**src/design/kbu_pkg.sv**
```systemverilog
`default_nettype none

package kbu_pkg;

  // Kind of transaction on the input channel
  typedef enum logic [1:0] {
    MODE_KEY   = 2'd0,
    MODE_WRITE = 2'd1,
    MODE_READ  = 2'd2,
    MODE_RX    = 2'd3
  } kbu_mode_e;

  // I/O port numbers
  localparam logic [7:0] PORT_SCAN      = 8'd0;
  localparam logic [7:0] PORT_UART_DATA = 8'd1;
  localparam logic [7:0] PORT_UART_STAT = 8'd2;

  // Bit positions in a port 0 write
  localparam int unsigned SCAN_CLK_BIT = 0;
  localparam int unsigned SCAN_RST_BIT = 1;
  localparam int unsigned DECK_LED_BIT = 4;

  // Status and read constants
  localparam logic [7:0] ST_READY     = 8'h80;
  localparam logic [7:0] ST_TX_EMPTY  = 8'h40;
  localparam logic [7:0] ROW_PAST_END = 8'hFF;

  // Key matrix geometry
  localparam int unsigned KEY_COLS = 7;

  // One result transaction
  typedef struct packed {
    logic [7:0] read_data;
    logic       tx_valid;
    logic [7:0] tx_byte;
    logic       deck_led;
  } kbu_result_t;

endpackage

`default_nettype wire

```
**src/design/keyboard_scan_and_uart_ports_top.sv**
```systemverilog
// Keyboard scan and serial port block.
// Input channel (in_valid_i / in_stall_o): one transaction is a key event,
// a port write, a port read or a received serial byte, chosen by mode_i.
// Output channel (out_valid_o / out_stall_i): exactly one result per input
// transaction, carrying read data, an optional transmit byte and the tape
// LED state after that transaction.
// The result appears in the output register in the cycle after the input
// transaction is accepted. One transaction per cycle when not stalled; the
// whole step is one pass through the core logic into the output register.
// When the receiver stalls while a result is held, in_stall_o rises and the
// held result stays unchanged until it is taken; a new input is accepted in
// the same cycle that the held result leaves.
// Reset clears the key matrix, the scan snapshot, the scan counter, the
// last port 0 value, the tape LED and the receive holding register, and
// empties the output register.
`default_nettype none

module keyboard_scan_and_uart_ports_top #(
  parameter int unsigned KEY_ROWS = 9
) (
  input  wire logic       clk_i,
  input  wire logic       rst_ni,
  input  wire logic       in_valid_i,
  output logic            in_stall_o,
  input  wire logic [1:0] mode_i,
  input  wire logic [7:0] port_i,
  input  wire logic [7:0] data_i,
  input  wire logic [3:0] key_row_i,
  input  wire logic [2:0] key_col_i,
  input  wire logic       key_down_i,
  output logic            out_valid_o,
  input  wire logic       out_stall_i,
  output logic [7:0]      read_data_o,
  output logic            tx_valid_o,
  output logic [7:0]      tx_byte_o,
  output logic            deck_led_out_o
);

  logic                 accept;
  logic                 out_valid_q;
  kbu_pkg::kbu_result_t result;
  kbu_pkg::kbu_result_t result_q;

  // Input is taken whenever the output register is free or being emptied
  assign in_stall_o = out_valid_q && out_stall_i;
  assign accept     = in_valid_i && !in_stall_o;

  kbu_core #(
    .KEY_ROWS(KEY_ROWS)
  ) u_core (
    .clk_i     (clk_i),
    .rst_ni    (rst_ni),
    .en_i      (accept),
    .mode_i    (mode_i),
    .port_i    (port_i),
    .data_i    (data_i),
    .key_row_i (key_row_i),
    .key_col_i (key_col_i),
    .key_down_i(key_down_i),
    .result_o  (result)
  );

  // Output register valid
  always_ff @(posedge clk_i or negedge rst_ni) begin
    if (!rst_ni) begin
      out_valid_q <= 1'b0;
    end else if (!in_stall_o) begin
      out_valid_q <= in_valid_i;
    end
  end

  // Output register payload
  always_ff @(posedge clk_i) begin
    if (accept) begin
      result_q <= result;
    end
  end

  assign out_valid_o    = out_valid_q;
  assign read_data_o    = result_q.read_data;
  assign tx_valid_o     = result_q.tx_valid;
  assign tx_byte_o      = result_q.tx_byte;
  assign deck_led_out_o = result_q.deck_led;

  // A transmit result never carries read data
  assert property (@(posedge clk_i) disable iff (!rst_ni)
    (out_valid_o && tx_valid_o) |-> (read_data_o == 8'h00))
    else $error("transmit result with nonzero read data");

  // Transmit byte is zero unless a byte is emitted
  assert property (@(posedge clk_i) disable iff (!rst_ni)
    (out_valid_o && !tx_valid_o) |-> (tx_byte_o == 8'h00))
    else $error("transmit byte set without transmit valid");

  // Input stalls only behind a held result
  assert property (@(posedge clk_i) disable iff (!rst_ni)
    in_stall_o |-> out_valid_o)
    else $error("input stalled with empty output register");

  // Every accepted transaction yields a result in the next cycle
  assert property (@(posedge clk_i) disable iff (!rst_ni)
    accept |=> out_valid_o)
    else $error("accepted transaction produced no result");

endmodule

`default_nettype wire

```
**src/design/kbu_core.sv**
```systemverilog
`default_nettype none

module kbu_core #(
  parameter int unsigned KEY_ROWS = 9
) (
  input  wire logic                  clk_i,
  input  wire logic                  rst_ni,
  input  wire logic                  en_i,
  input  wire logic [1:0]            mode_i,
  input  wire logic [7:0]            port_i,
  input  wire logic [7:0]            data_i,
  input  wire logic [3:0]            key_row_i,
  input  wire logic [2:0]            key_col_i,
  input  wire logic                  key_down_i,
  output kbu_pkg::kbu_result_t       result_o
);

  localparam int unsigned CntW = $clog2(KEY_ROWS + 1);
  localparam int unsigned ColW = kbu_pkg::KEY_COLS;

  logic [ColW-1:0] live_q [KEY_ROWS];
  logic [ColW-1:0] live_d [KEY_ROWS];
  logic [ColW-1:0] snap_q [KEY_ROWS];
  logic [ColW-1:0] snap_d [KEY_ROWS];
  logic [CntW-1:0] scan_row_q, scan_row_d;
  logic [7:0]      last_port0_q, last_port0_d;
  logic            deck_led_q, deck_led_d;
  logic [7:0]      rx_byte_q, rx_byte_d;
  logic            rx_full_q, rx_full_d;

  logic            key_hit;
  logic [ColW-1:0] key_mask;
  logic [7:0]      falls;
  logic [ColW-1:0] snap_row;
  logic            row_past_end;
  logic            rx_ready;

  // Key event decode: out-of-range rows and column 7 are dropped
  assign key_hit  = ({1'b0, key_row_i} < 5'(KEY_ROWS)) && (key_col_i != 3'd7);
  assign key_mask = ColW'(1) << key_col_i;
  assign falls    = last_port0_q & ~data_i;
  assign rx_ready = rx_full_q && deck_led_q;

  // Snapshot row currently addressed by the scan counter
  assign row_past_end = (scan_row_q >= CntW'(KEY_ROWS));
  always_comb begin
    snap_row = '0;
    for (int r = 0; r < KEY_ROWS; r++) begin
      if (scan_row_q == CntW'(r)) begin
        snap_row = snap_q[r];
      end
    end
  end

  // Next state and result
  always_comb begin
    live_d       = live_q;
    snap_d       = snap_q;
    scan_row_d   = scan_row_q;
    last_port0_d = last_port0_q;
    deck_led_d   = deck_led_q;
    rx_byte_d    = rx_byte_q;
    rx_full_d    = rx_full_q;
    result_o     = '0;

    unique case (kbu_pkg::kbu_mode_e'(mode_i))
      kbu_pkg::MODE_KEY: begin
        for (int r = 0; r < KEY_ROWS; r++) begin
          if (key_hit && (key_row_i == 4'(r))) begin
            live_d[r] = key_down_i ? (live_q[r] | key_mask) : (live_q[r] & ~key_mask);
          end
        end
      end
      kbu_pkg::MODE_WRITE: begin
        unique case (port_i)
          kbu_pkg::PORT_SCAN: begin
            last_port0_d = data_i;
            if (falls[kbu_pkg::SCAN_CLK_BIT] && !row_past_end) begin
              scan_row_d = scan_row_q + CntW'(1);
            end
            // reset edge wins over a simultaneous clock edge
            if (falls[kbu_pkg::SCAN_RST_BIT]) begin
              scan_row_d = '0;
              snap_d     = live_q;
            end
            deck_led_d = data_i[kbu_pkg::DECK_LED_BIT];
          end
          kbu_pkg::PORT_UART_DATA: begin
            result_o.tx_valid = 1'b1;
            result_o.tx_byte  = data_i;
          end
          default: ;
        endcase
      end
      kbu_pkg::MODE_READ: begin
        unique case (port_i)
          kbu_pkg::PORT_SCAN: begin
            result_o.read_data = row_past_end ? kbu_pkg::ROW_PAST_END : {1'b1, ~snap_row};
          end
          kbu_pkg::PORT_UART_DATA: begin
            if (rx_ready) begin
              rx_full_d          = 1'b0;
              result_o.read_data = rx_byte_q;
            end
          end
          kbu_pkg::PORT_UART_STAT: begin
            result_o.read_data = kbu_pkg::ST_TX_EMPTY | (rx_ready ? kbu_pkg::ST_READY : 8'h00);
          end
          default: ;
        endcase
      end
      kbu_pkg::MODE_RX: begin
        rx_byte_d = data_i;
        rx_full_d = 1'b1;
      end
    endcase

    result_o.deck_led = deck_led_d;
  end

  // State registers, updated once per accepted transaction
  always_ff @(posedge clk_i or negedge rst_ni) begin
    if (!rst_ni) begin
      for (int r = 0; r < KEY_ROWS; r++) begin
        live_q[r] <= '0;
        snap_q[r] <= '0;
      end
      scan_row_q   <= '0;
      last_port0_q <= '0;
      deck_led_q   <= 1'b0;
      rx_byte_q    <= '0;
      rx_full_q    <= 1'b0;
    end else if (en_i) begin
      live_q       <= live_d;
      snap_q       <= snap_d;
      scan_row_q   <= scan_row_d;
      last_port0_q <= last_port0_d;
      deck_led_q   <= deck_led_d;
      rx_byte_q    <= rx_byte_d;
      rx_full_q    <= rx_full_d;
    end
  end

  // Scan counter saturates at the row count
  assert property (@(posedge clk_i) disable iff (!rst_ni)
    scan_row_q <= CntW'(KEY_ROWS))
    else $error("scan row counter past saturation");

  // Holding register only drains through an enabled port 1 read
  assert property (@(posedge clk_i) disable iff (!rst_ni)
    $fell(rx_full_q) |-> $past(en_i && (mode_i == kbu_pkg::MODE_READ) &&
                               (port_i == kbu_pkg::PORT_UART_DATA) && deck_led_q))
    else $error("receive holding register cleared without a data read");

  // LED only moves on a port 0 write
  assert property (@(posedge clk_i) disable iff (!rst_ni)
    $changed(deck_led_q) |-> $past(en_i && (mode_i == kbu_pkg::MODE_WRITE) &&
                                   (port_i == kbu_pkg::PORT_SCAN)))
    else $error("LED changed without a port 0 write");

endmodule

`default_nettype wire
```
**config.mk**
```make
export PLATFORM = sky130hd
export DESIGN_NAME = keyboard_scan_and_uart_ports_top
export DESIGN_NICKNAME = d
export VERILOG_FILES = /design/src/design/kbu_pkg.sv /design/src/design/keyboard_scan_and_uart_ports_top.sv /design/src/design/kbu_core.sv
export SDC_FILE = /design/constraint.sdc
export NUM_CORES = 1
export LEC_CHECK = 0
export BUFFER_PORTS_ARGS = -buffer_cell sky130_fd_sc_hd__buf_4
export CAP_MARGIN = 10
export CORE_MARGIN = 2
export CORE_UTILIZATION = 35
export CTS_BUF_LIST = sky130_fd_sc_hd__clkbuf_8
export DETAILED_ROUTE_END_ITERATION = 10
export GPL_TIMING_DRIVEN = 0
export PLACE_DENSITY_LB_ADDON = 0.3
export SETUP_SLACK_MARGIN = 0.02
export SYNTH_ARGS = -nofsm -noshare
export SYNTH_HDL_FRONTEND = slang
export SYNTH_SLANG_ARGS = --single-unit
```
**constraint.sdc**
```tcl
create_clock -name clk_i -period 2.8 [get_ports clk_i]
set_input_delay 0.28 -clock clk_i [delete_from_list [all_inputs] [get_ports clk_i]]
set_output_delay 0.28 -clock clk_i [all_outputs]
set_load 0.02 [all_outputs]
```
# Word-level counts from Yosys, hierarchy flattened

Index checks and enable logic that the tools add are counted.
W data, S select, Z words.

Register bits after elaboration: 161
Latch bits: 0
Bits in writable memories: 0
Memory bits (read-only): 0
Input port bits: 30
Output and inout bits: 20
Logic and storage cells: 145
Memories: 0

Add/sub/neg operators: 1
Multiply operators: 0
Divide/modulo/power cells: 0
Magnitude comparators: 2
Eq/ne operators: 24
Shifts and indexed selects: 1
Multiplexer cells: 30
Bitwise operators: 22
Reduce and logical (&&, ||, !) cells: 37

Operators by type and width:

| operator              | count |
|---|---|
| $mux W7               | 19 |
| $and A7 B7 Y7         | 9 |
| $or A7 B7 Y7          | 9 |
| $eq A4 B3 Y1 const B  | 8 |
| $reduce_and A3 Y1     | 10 |
| $pmux W8 S3           | 1 |
| $eq A4 B2 Y1 const B  | 4 |
| $mux W8               | 2 |
| $logic_and A1 B1 Y1   | 14 |
| $not A7 Y7            | 2 |
| $reduce_and A4 Y1     | 3 |
| $mux W9               | 1 |
| $eq A4 B1 Y1 const B  | 2 |
| $eq A4 B4 Y1 const B  | 2 |
| $eq A8 B1 Y1 const B  | 1 |
| $eq A8 B2 Y1 const B  | 1 |
| $logic_not A4 Y1      | 2 |
| $logic_not A8 Y1      | 1 |
| $mux W4               | 2 |
| $shl A1 B3 Y7 const A | 1 |
| $add A4 B1 Y4 const B | 1 |
| $eq A2 B2 Y1 const B  | 2 |
| $ge A4 B4 Y1 const B  | 1 |
| $lt A4 B4 Y1 const B  | 1 |
| 11 further kinds      | 18 |

# Longest topological paths before layout

Gate-level depths: netlist of run 1.

Depth after elaboration: 13
Depth in mapped cells: 9
Depth with buffers taken out: 7

# Hierarchy

From an unflattened synthesis of run 1, not the netlist that was laid out.

Cells, all modules: 752
Area, all modules: 7546.0 µm²

Modules (own cells, without submodules):

| module                           | times used | cells each | area each (µm²) | seq. area each (µm²) |
|---|---|---|---|---|
| kbu_core                         | 1          | 730        | 6955.4          | 3553.4 |
| keyboard_scan_and_uart_ports_top | 1          | 22         | 590.6           | 565.5 |

# Worst setup path before layout of run 1

No wires, ideal clock.

Kind: register to register
Start point: reg out_valid_q, in the netlist out_valid_o
End point: reg u_core.snap_q[0] in the netlist's numbering
Setup time: 0.127 ns
Data arrival time: 2.046 ns
Data required time: 2.673 ns
Path slack: 0.626 ns
Cell stages (with the launch flop): 8
Path buffers: 2
Clock period less this slack: 2.174 ns
Path through: dfrtp_1 a21bo_2 clkinv_1 nand4_2 nor2_2 buf_6 buf_6 mux2_1

Cells in the longest elaborated chain, start to end: 4

RTL lines:

| element                     | line                                   | text |
|---|---|---|
| start, declared             | keyboard_scan_and_uart_ports_top.sv:40 | `logic out_valid_q;` |
| start signal, assigned      | keyboard_scan_and_uart_ports_top.sv:68 | `out_valid_q <= in_valid_i;` |
| $logic_and A1 B1 Y1         | keyboard_scan_and_uart_ports_top.sv:45 | `assign in_stall_o = out_valid_q && out_stall_i;` |
| $logic_not A1 Y1            | -                                      |  |
| $logic_and A1 B1 Y1         | keyboard_scan_and_uart_ports_top.sv:46 | `assign accept = in_valid_i && !in_stall_o;` |
| named net accept            | keyboard_scan_and_uart_ports_top.sv:39 | `logic accept;` |
| $reduce_and A4 Y1 (no line) | -                                      |  |
| end signal, assigned        | kbu_core.sv:135                        | `snap_q <= snap_d;` |
| end, declared               | kbu_core.sv:23                         | `logic [ColW-1:0] snap_q [KEY_ROWS];` |

The timed path passes the listed nets, and every way through them passes these cells.
A chain may end at the register's enable or synchronous reset.

# Worst setup path after layout of run 1

Start point: reg u_core.scan_row_q[1]
End point: reg result_q (netlist bit read_data_o[2]), data pin

Cells in the longest elaborated chain, start to end: 13
Elaborated cells on any way between the ends: 22
Classes of those cells: order compare (1); eq/ne (8); mux (11); bitwise (1); reduce/logical (1)

RTL lines:

| element                | line                                   | text |
|---|---|---|
| start, declared        | kbu_core.sv:25                         | `logic [CntW-1:0] scan_row_q, scan_row_d;` |
| start signal, assigned | kbu_core.sv:136                        | `scan_row_q <= scan_row_d;` |
| $logic_not A4 Y1       | kbu_core.sv:49                         | `if (scan_row_q == CntW'(r)) begin` |
| $mux W7 (9 in a row)   | kbu_core.sv:49                         |  |
| $not A7 Y7             | kbu_core.sv:98                         | `result_o.read_data = row_past_end ? kbu_pkg::ROW_PAST_END : {1'b1, ~snap_row};` |
| $mux W7 (*)            | kbu_core.sv:98                         |  |
| $pmux W8 S3 (*)        | kbu_core.sv:96                         | `unique case (port_i)` |
| end signal, assigned   | keyboard_scan_and_uart_ports_top.sv:75 | `result_q <= result;` |
| end, declared          | keyboard_scan_and_uart_ports_top.sv:42 | `kbu_pkg::kbu_result_t result_q;` |

Mark *: on every way between the ends. The rest lies on a longest branch, timed or not.

==> results.cfg, run 1 <==
[outcome]
outcome = finished, final reports clean

[cells_and_area]
layout_commonest_cell = sky130_fd_sc_hd__dfrtp_1
number_of_standard_cells_in_the_layout_taps_in_and_fillers_out = 1000
post_route_cells_drive_above_1_share = 0.2828
total_of_fill_cells_in_the_finished_design = 1999
insertedDiodeCount = 0
nets = 749
synthToLayoutAreaGrowth_pct = 15.75
commonest_non_fill_non_tap_cells_in_the_layout = 143 x sky130_fd_sc_hd__dfrtp_1, 86 x sky130_fd_sc_hd__mux2_2, 66 x sky130_fd_sc_hd__nand2_1, 48 x sky130_fd_sc_hd__buf_4, 46 x sky130_fd_sc_hd__nor2_1

[timing]
slew_headroom = 0.5495
rsz0062_at_grt = yes
fin_worst_skew_ps = 9.138
hold_ws_ps = 51.68
finalSetupViolCount = 0
report.final.slew_viol_count = 0
timing.final.ws_setup_ps = 81.85
tightestPinTransition_ps = 670.7
fin_crit_sh = 0.9708
setup_total_negative_slack_ps = 0
finalHoldViolCount = 0
max_freq_ghz = 0.3679
layout_min_cycle_time_ps = 2718

[pwr]
net-switching-power_mw = 1.070
power_density_nw_per_um2 = 508.5
power.share.sequential = 0.548
total_leakage_power_nw = 4.015
clock_power_share = 0.393
p_int_mw = 3.385
comb_power_share = 0.059
vdd.ir_drop.worst_v = 0.0002301
sw_frac_of_total = 0.2401

[critical_path]
timing.critical_path.from_type = flop
critical_path.endpoint_type = flop
path_buf_inv = 3
r2r_startpoint = u_core.scan_row_q[1]
crit_chain = inv_1 > ha_1 > buf_2 > buf_2 > a21oi_1 > a221oi_1 > o211ai_1 > a222oi_1 > a211oi_1
worst_path_largest_cell_delay_ps = 460
required_worst_endpoint_ps = 3010
setup.reg_to_reg.worst_slack_ps = 80
path_delay_family = compound AO/OA/AOI/OAI gates
crit_path_frequent_cell = sky130_fd_sc_hd__buf_2
reg2reg_to = read_data_o[2]
path_max_fanout = 10
critPathArrivalTime_ps = 2930
timing.reg2reg.worst_path_depth = 9
crit_type = flop to flop
worstSetupPathDepth = 9
timing.critical_path.slowest_stage_cell = sky130_fd_sc_hd__a221oi_1

[clock_tree]
maximum_root_to_sink_buffer_count = 2
clkSinkCount = 161
clock_root_buffer = sky130_fd_sc_hd__clkbuf_8
path_clk_slew_ps = 90
cts_made_buffers = 17
h_tree_levels = 4
insertion_delay_ps = 470
cts_tree = yes

[grt]
wire_length_of_the_first_global_routing_pass_um = 29680
antenna_found_initial = 0
grt_pass1_vias = 5151
grt_overflow = 0
grt_start_max_net_pins = 90
grt_util_all_layers = 0.1760

[synthesis]
synth_simple_gate_area_share = 0.1394
ys_dominant_reg_cell = sky130_fd_sc_hd__dfrtp_1
synth_fa_ha_area_frac = 0.008266
netlist_instances = 644
yosys_register_bits = 161
synth_mux_area_frac = 0.1830
syn_avg_cell_area_um2 = 11.75
async_reset_ff_frac = 0.8882
synth_area_um2 = 7569
synth_edf_count = 18
synth_area_in_compound_gates = 0.08960
syn_nets = 679
synthXorXnorAreaFrac = 0
synth_top_family_by_area = multiplexers
ys_types = 61
synthesis.yosys.warnings = 0
synth.yosys.seq_area_share = 0.5442

[placement]
detailedPlace.worstSlack_ps = -117.5
numPortBuffers = 48
dpl.hpwl_um = 13700
finalWeightedCongestion = 0.8701
numPlacedInstances = 968

[floorplan]
floorplan.die.height_um = 151.1
core_box_area_um2 = 21150
pin_count = 50
design.die.area_um2 = 22820
width_of_the_chip_um = 151.1
initial_utilization = 0.3578
floorplan.rows = 53

[drt]
final_antenna_net_count = 0
firstDrtPassIters = 4
num_vias = 5279
wirelength_routed_um = 19070
remaining_drc_errors = 0
viasPerCell = 5.279
wl_per_cell_um = 19.07
dr.first_iter.drc_count = 361

[run]
maxCapViolCount = 0

[worst_hold_path]
hold_path_class = input port to flop
hold_path_depth = 3
hold_path.startpoint = data_i[4]
holdPathEnd = u_core.deck_led_q
-- worst max-delay path by stage --
stage	start	endpoint	slack, ps
after CTS	u_core.scan_row_q[0]	read_data_o[4]	5
after floorplan	out_valid_o	u_core.snap_q[0]	630
final	u_core.scan_row_q[1]	read_data_o[2]	80
after global routing	u_core.scan_row_q[1]	read_data_o[2]	20
after detailed placement	u_core.scan_row_q[0]	read_data_o[4]	-120
after global placement	u_core.scan_row_q[0]	read_data_o[4]	-150
-- power by group through the flow --
stage,logic (mW),clock network (mW),registers (mW)
finish,0.261,1.75,2.44
global route,0.288,1.89,2.45
CTS,0.264,1.80,2.44
detailed placement,0.261,0,2.49
global placement,0.254,0,2.49
floorplan,0.0990,0,2.50
-- cell families after synthesis --
group,after synthesis
compound gates,105
fa+ha+maj,5
buf+inv,53
flops,161
mux,123
simple gates,197
-- routing by layer --
| layer | up-vias | routed length, um | global-route usage |
|---|---|---|---|
| li1 | 2427 | - | - |
| met1 | 2649 | 9181 | 0.2486 |
| met2 | 167 | 8318 | 0.2661 |
| met3 | 36 | 1111 | 0.03494 |
| met4 | 0 | 463 | 0.07009 |
| met5 | - | 0 | 0 |
-- area by class of cell --
cell class,instances,area [um2],share of cell area
plain buffers,35,205.2,0.02342
inverters,18,71.32,0.008141
clock inverters,13,163.9,0.01871
clock buffers,17,234.0,0.02671
multi-input cells,430,3212,0.3666
repair buffers,51,411.6,0.04699
well taps,275,344.1,0.03927
flip-flops and latches,161,4119,0.4702
-- what timing repair did --
action                                  CTS  global route
endpoints found under the setup margin    2            25
hold buffers                              2             0
pin swaps                                 0             0
hold endpoints to repair                 55             0
resized for setup                         2            11
buffers inserted                          0             0
-- per-stage QoR --
stage	cell area, um2	power [mW]	util
CTS	8725	4.504	0.4124
global route	8761	4.629	0.4141
floorplan	7569	2.595	-
detailed placement	8304	2.751	0.3926
global placement	8273	2.742	0.3911
finish	8761	4.455	0.4141
-- worst reg2reg max path, cell delays in order (launching register included) --
cell and delay [ps]:
sky130_fd_sc_hd__dfrtp_1 440, sky130_fd_sc_hd__inv_1 120, sky130_fd_sc_hd__ha_1 150, sky130_fd_sc_hd__buf_2 220, sky130_fd_sc_hd__buf_2 270, sky130_fd_sc_hd__a21oi_1 100
sky130_fd_sc_hd__a221oi_1 460, sky130_fd_sc_hd__o211ai_1 260, sky130_fd_sc_hd__a222oi_1 350, sky130_fd_sc_hd__a211oi_1 90
-- Yosys cell counts (5+ instances only) --
master | count | area share
sky130_fd_sc_hd__a211oi_1 | 6 | 0.0060
sky130_fd_sc_hd__a21oi_1 | 26 | 0.017
sky130_fd_sc_hd__a221oi_1 | 11 | 0.013
sky130_fd_sc_hd__and2_1 | 13 | 0.011
sky130_fd_sc_hd__buf_2 | 7 | 0.0046
sky130_fd_sc_hd__clkbuf_1 | 19 | 0.0094
sky130_fd_sc_hd__dfrtp_1 | 143 | 0.47
sky130_fd_sc_hd__edfxtp_1 | 18 | 0.071
sky130_fd_sc_hd__ha_1 | 5 | 0.0083
sky130_fd_sc_hd__inv_1 | 17 | 0.0084
sky130_fd_sc_hd__mux2_1 | 37 | 0.055
sky130_fd_sc_hd__mux2_2 | 86 | 0.13
sky130_fd_sc_hd__nand2_1 | 66 | 0.033
sky130_fd_sc_hd__nand2b_1 | 8 | 0.0066
sky130_fd_sc_hd__nand3_1 | 9 | 0.0060
sky130_fd_sc_hd__nand3b_1 | 6 | 0.0060
sky130_fd_sc_hd__nor2_1 | 46 | 0.023
sky130_fd_sc_hd__nor2b_1 | 12 | 0.0099
sky130_fd_sc_hd__o211ai_1 | 5 | 0.0050
sky130_fd_sc_hd__o21ai_0 | 34 | 0.022
Power figures use the tool's default switching activity.
==> run 2, diff against run 1 <==
--- a/config.mk
+++ b/config.mk
@@ -12,7 +12,8 @@
 export CTS_BUF_LIST = sky130_fd_sc_hd__clkbuf_8
 export DETAILED_ROUTE_END_ITERATION = 10
 export GPL_TIMING_DRIVEN = 0
-export PLACE_DENSITY_LB_ADDON = 0.3
+export PLACE_DENSITY = 0.59
+export REMOVE_ABC_BUFFERS = 1
 export SETUP_SLACK_MARGIN = 0.02
 export SYNTH_ARGS = -nofsm -noshare
 export SYNTH_HDL_FRONTEND = slang
==> results.cfg, run 2 (synthesis results as in run 1) <==
[clock_tree]
insertion_delay_ps = 460
path_clk_slew_ps = 90
h_tree_levels = 4
clock_root_buffer = sky130_fd_sc_hd__clkbuf_8
clkSinkCount = 161
cts_made_buffers = 17
cts_tree = yes
maximum_root_to_sink_buffer_count = 2

[cells_and_area]
number_of_standard_cells_in_the_layout_taps_in_and_fillers_out = 972
nets = 719
layout_commonest_cell = sky130_fd_sc_hd__dfrtp_1
finish.utilization = 0.4098
post-route-cell-area_um2 = 8668
commonest_non_fill_non_tap_cells_in_the_layout = 142 x sky130_fd_sc_hd__dfrtp_1, 86 x sky130_fd_sc_hd__mux2_2, 66 x sky130_fd_sc_hd__nand2_1, 49 x sky130_fd_sc_hd__buf_4, 46 x sky130_fd_sc_hd__nor2_1
synthToLayoutAreaGrowth_pct = 14.53
post_route_cells_drive_above_1_share = 0.2783
total_of_fill_cells_in_the_finished_design = 2022
insertedDiodeCount = 0

[drt]
topRoutingLayerUsed = met4
num_vias = 5198
final_antenna_net_count = 0
firstDrtPassIters = 5
remaining_drc_errors = 0
met3RoutedLength_um = 1176
wirelength_routed_um = 18160
dr.first_iter.drc_count = 372
viasPerCell = 5.348
wl_met1_um = 8549
metal2_wl_um = 8254
wl_per_cell_um = 18.69

[outcome]
outcome = finished, final reports clean

[timing]
layout_min_cycle_time_ps = 2727
finalSetupViolCount = 0
fin_worst_skew_ps = 14.70
fin_crit_sh = 0.9739
max_freq_ghz = 0.3667
slew_headroom = 0.4622
timing.final.ws_setup_ps = 73.11
hold_ws_ps = 41.65
tightestPinTransition_ps = 801.8
rsz0062_at_grt = yes
setup_total_negative_slack_ps = 0
report.final.slew_viol_count = 0
finalHoldViolCount = 0

[grt]
grt_start_max_net_pins = 75
grt_pass1_vias = 5170
antenna_found_initial = 0
grt_util_all_layers = 0.1656
grt_overflow = 0
wire_length_of_the_first_global_routing_pass_um = 28500

[worst_hold_path]
hold_path_class = input port to flop

[critical_path]
setup.reg_to_reg.worst_slack_ps = 70
crit_type = flop to flop
critical_path.endpoint_type = flop
required_worst_endpoint_ps = 3010
path_delay_family = compound AO/OA/AOI/OAI gates
crit_chain = ha_2 > or3_1 > a221oi_1 > o211ai_1 > a222oi_1 > a211oi_1
timing.critical_path.slowest_stage_cell = sky130_fd_sc_hd__or3_1
timing.critical_path.from_type = flop
worst_path_largest_cell_delay_ps = 500
path_max_fanout = 15
critPathArrivalTime_ps = 2940
path_buf_inv = 0

[floorplan]
floorplan.die.height_um = 151.1
core_box_area_um2 = 21150
initial_utilization = 0.3578
floorplan.rows = 53
width_of_the_chip_um = 151.1
design.die.area_um2 = 22820
pin_count = 50

[placement]
postPlaceCellArea_um2 = 8163
numPortBuffers = 49
numPlacedInstances = 936
dpl.hpwl_um = 12120
finalWeightedCongestion = 0.8016
detailedPlace.worstSlack_ps = -658.7

[run]
maxCapViolCount = 0

[pwr]
power_density_nw_per_um2 = 510.5
vdd.ir_drop.worst_v = 0.0003388
total_leakage_power_nw = 3.949
p_total_mw = 4.425
[run 2: worst paths after layout]
path,from,end,cells past startpoint
setup / recovery,u_core.scan_row_q[0],read_data_o[3],6
hold / removal,data_i[4],u_core.deck_led_q,3
hold reg to reg,flop,u_core.snap_q[42],2
min in group asynchronous,rst_ni,out_valid_o,2
max in group asynchronous,rst_ni,u_core.snap_q[23],3
setup reg to reg,u_core.scan_row_q[0],read_data_o[3],6
[run 2: layout make-up]
cell class | count | area (um2) | share of cell area
clock buffers | 19 | 261.5 | 0.03017
inverters | 18 | 67.56 | 0.007794
repair buffers | 56 | 489.2 | 0.05644
well taps | 275 | 344.1 | 0.03969
clock inverters | 13 | 135.1 | 0.01559
flip-flops and latches | 161 | 4120 | 0.4753
multi-input cells | 430 | 3251 | 0.3750
[run 2: power breakdown]
group | internal, mW | total (mW) | switching [mW]
Combinational | 0.0955 | 0.251 | 0.156
Sequential | 2.41 | 2.45 | 0.0319
Clock | 0.840 | 1.73 | 0.888
[run 2: tightest hold or removal path: cells and delay by family]
family	cells	cell delay [ps]
buffers and inverters	1	100
AND/OR/NAND/NOR	2	80
[run 2: per-layer routing]
layer | vias up | GRT usage
li1 | 2364 | -
met1 | 2652 | 0.2286
met2 | 166 | 0.2577
met3 | 16 | 0.04849
met4 | 0 | 0.04019
met5 | - | 0
[run 2: what timing repair did]
| item | in CTS | in global routing |
|---|---|---|
| endpoints found under the hold margin | 69 | 1 |
| endpoints found under the setup margin | 48 | 6 |
| pin swaps | 1 | 0 |
| hold buffers | 1 | 1 |
| setup buffers | 1 | 1 |
| resized for setup | 9 | 6 |
